### config.mk
export PLATFORM = sky130hd
export DESIGN_NAME = pffrr_store
export DESIGN_NICKNAME = d
export VERILOG_FILES = /design/src/hdl/pffrr_pkg.sv /design/src/hdl/pffrr_store.sv
export SDC_FILE = /design/constraint.sdc
export NUM_CORES = 2
export LEC_CHECK = 0
export BUFFER_PORTS_ARGS = -buffer_cell sky130_fd_sc_hd__buf_2
export CAP_MARGIN = 20
export CELL_PAD_IN_SITES_DETAIL_PLACEMENT = 1
export CELL_PAD_IN_SITES_GLOBAL_PLACEMENT = 1
export CORE_MARGIN = 3
export CORE_UTILIZATION = 40
export CTS_CLUSTER_DIAMETER = 50
export DETAILED_ROUTE_END_ITERATION = 8
export PLACE_DENSITY_LB_ADDON = 0.05
export SLEW_MARGIN = 20
export SYNTH_ARGS = -nofsm -noshare
export SYNTH_HDL_FRONTEND = slang
export SYNTH_SLANG_ARGS = --single-unit
### constraint.sdc
create_clock -name clk -period 4.7 [get_ports clk]
set_input_delay 0.94 -clock clk [delete_from_list [all_inputs] [get_ports clk]]
set_output_delay 0.94 -clock clk [all_outputs]
set_load 0.02 [all_outputs]
### src/hdl/pffrr_pkg.sv
// Shared types and constants for the per-flow FIFO round-robin core.
package pffrr_pkg;

    localparam int NUM_FLOWS_DEF  = 8;
    localparam int FLOW_DEPTH_DEF = 16;
    localparam int DATA_WIDTH_DEF = 32;

    typedef enum logic [1:0] {
        OP_PUSH  = 2'd0,
        OP_POP   = 2'd1,
        OP_SCOUR = 2'd2,
        OP_NONE  = 2'd3
    } op_t;

    typedef enum logic [1:0] {
        ST_DONE  = 2'd0,
        ST_EMPTY = 2'd1,
        ST_FULL  = 2'd2
    } status_t;

    typedef enum logic [2:0] {
        S_IDLE,
        S_PUSH,
        S_POP,
        S_READ,
        S_SCOUR,
        S_OUT
    } state_t;

endpackage

### src/hdl/pffrr_store.sv
// Element memory: one write port, one registered read port.
module pffrr_store
    import pffrr_pkg::*;
#(
    parameter int AW = 7,
    parameter int DW = 32
)(
    input  logic          clk,
    input  logic          we,
    input  logic [AW-1:0] waddr,
    input  logic [DW-1:0] wdata,
    input  logic [AW-1:0] raddr,
    output logic [DW-1:0] rdata
);
    logic [DW-1:0] mem [0:(1<<AW)-1];

    always_ff @(posedge clk)
    begin
        if (we)
            mem[waddr] <= wdata;
        rdata <= mem[raddr];
    end
endmodule
==> results.md <==
* Placed cells at 11330
* CTS Buf Count at 525
* Fmax at 298.0 MHz
* Largest net degree at the start of global routing at 129
* CTS tree: built
* CP Data Required Time at 5.60 ns
* Setup ws final at 1.344 ns
* Post-CTS setup buffer count at 0
* Via count at 72146
* Die height at 631.1 um
* Worst Hold End: mem[13][28]
* H-tree level count at 6
* Setup_tns at 0 ns
* Core area at 387400 um^2
* Crit path capture type: flip-flop
* Worst hold stages at 1
* CP max-delay cell: mux4_2
* Number of synthesized register bits at 4128
* Post-synthesis sequential area ratio at 0.7912
* Final wirelength at 481300 um
* Final Non-Filler Cells at 12329
* Power Dens Cells at 460.3 nW/um^2
* CP arrival at 4.26 ns
* Via density per instance at 5.852
* Worst Path Class, Setup: input port to flip-flop
* Worst-path clk slew at 0.05 ns
* Synth top area share at 0.7871
* ANT nets after route at 0
* Area delta synth->final at 18.44%
* CTS root buf: clkbuf_16
* Leak at 57.25 nW
* Crit path max fanout at 23
* Cell family with most CP delay: multiplexers
* Fraction of layout cells with a size suffix above 1 at 0.3924
* IO Port Bufs at 79
* Fin crit share at 0.7141
* Crit-path max cell delay at 0.67 ns
* Hold Crit Class: input port to flip-flop
* Hold Path Origin: wdata[28]
* Clock skew at 0.04347 ns
* Initial Util at 0.4034
* Vias in the first global route at 76109
* Wirelength per Cell at 39.04 um
* Synth area leaders: edfxtp_1, mux4_2, clkbuf_1, dfxtp_1, nor2_1
* PostCTS Resize Cnt at 0
* Die area at 398200 um^2
* Mapped Cells at 5990
* Maximum vdd ir drop at 0.3595 mV
* 1st-pass router iterations at 5
* Cell chain of the critical path: buf_12 -> buf_4 -> buf_12 -> buf_12 -> buf_4 -> mux4_2 -> mux4_2 -> mux4_2 -> mux2_2
* First-pass GRT wire length at 655900 um
* Top cells by count, synth: edfxtp_1, mux4_2, clkbuf_1
* Overflow after GRT at 0
* Leading area contributor after synthesis: edfxtp_1
* Mapped Area at 156300 um^2
* Setup Viol. Count Final at 0
* GR Util All Layers at 0.2417
* Hold_buf cts at 0
* Count leader, synth: edfxtp_1
* FF-to-FF Start: mem[95][11]
* Mapped Avg Cell Area at 26.09 um^2
* FP Rows at 228
* Post-synth EDFFs at 4096
* Hold Fails Final Rpt at 0
* Crit Reg-Reg Endpoint: rdata[11]
* Ys Warns at 0
* Worst rel slew slack at 0.2578
* DP HPWL at 276100 um
* Place WS at 0.2402 ns
* Synth Net Count at 6038
* Max-slew violations at 0
* R2R setup slack at 2.00 ns
* Clock Tree Buf Depth at 4
* Initial antenna violation count at 65
* Clock Latency Late Sink at 1.03 ns
* DRC at 0
* Top-Level Pins at 80
* Drt first-iter violations at 8777
* # nets final at 6732
* Worst path bufs/invs at 5
* Ys flop type: edfxtp_1
* Sink Count at 4128
* Min Tclk post-route at 3.356 ns
* Die width at 631.1 um
* Library cells used by synthesis at 17
* RSZ-0062 raised after global routing: false
* Status: finished clean
* Routability cong. at 0.7644
* Ys async rst share at 0
* CP startpoint kind: input port
* Least-Margin Pin Slew at 1.113 ns
* Maxcap violations at 0
* Worst Reg-to-Reg Cells at 4
layout make-up:
class                      count  area (um^2)
clock inverter               320         3587
timing repair buffer         483         5251
fill                       33580       202300
antenna                       57        142.6
multi-input combinational   1546        32290
tap                         5175         6475
clock buffer                 620        13710
sequential                  4128       123600
registers in the layout (all words and copies together), names as in the netlist:
register  count
rdata        32
mem        4096
through the flow:
stage               total power [W]  hold WS (ns)  utilization  cell area, um^2
CTS                         0.08618        0.3092       0.4773           184900
floorplan                   0.04350         1.039            -           156300
detailed placement          0.04609         1.140       0.4326           167600
global route                0.08781        0.3248       0.4776           185000
global placement            0.04603         1.136       0.4326           167600
finish                      0.08521        0.3729       0.4778           185100
report_power, final:
part,internal [W],total (W),switching [W]
clock,0.0242,0.0400,0.0158
sequential,0.0407,0.0409,0.000182
combinational,0.00163,0.00436,0.00273
cells in the final DEF (no fill, tap or decap), drive strengths merged, types with 3 or more instances in the layout:
cell / instances
buf: 483
edfxtp: 4096
nand4: 3
nor3: 9
nand2: 14
bufinv: 58
nor2: 122
clkinvlp: 32
nor2b: 7
clkbuf: 620
nand3: 12
clkinv: 192
inv: 38
mux2: 32
dfxtp: 32
mux4: 1344
diode: 57
routing by layer:
| metal | wire [um] | track usage |
|---|---|---|
| met5 | 29 | 0 |
| met4 | 11490 | 0.06115 |
| met3 | 27700 | 0.03239 |
| met2 | 244600 | 0.4105 |
| met1 | 197500 | 0.3314 |
logic make-up after synthesis:
family,synth area share
buffers and inverters,0.008391
flip-flops,0.7912
multiplexers,0.1960
AND/OR/NAND/NOR,0.004460
how the worst max path moves through the flow:
stage | from | end | cells after the start
after global placement | raddr[0] | rdata[21] | 9
after detailed placement | raddr[0] | rdata[21] | 9
final | raddr[0] | rdata[21] | 9
after global routing | raddr[0] | rdata[21] | 9
after floorplan | we | mem[98][0] | 3
after CTS | raddr[0] | rdata[21] | 9
No activity file was read; power rests on OpenSTA's default activity.
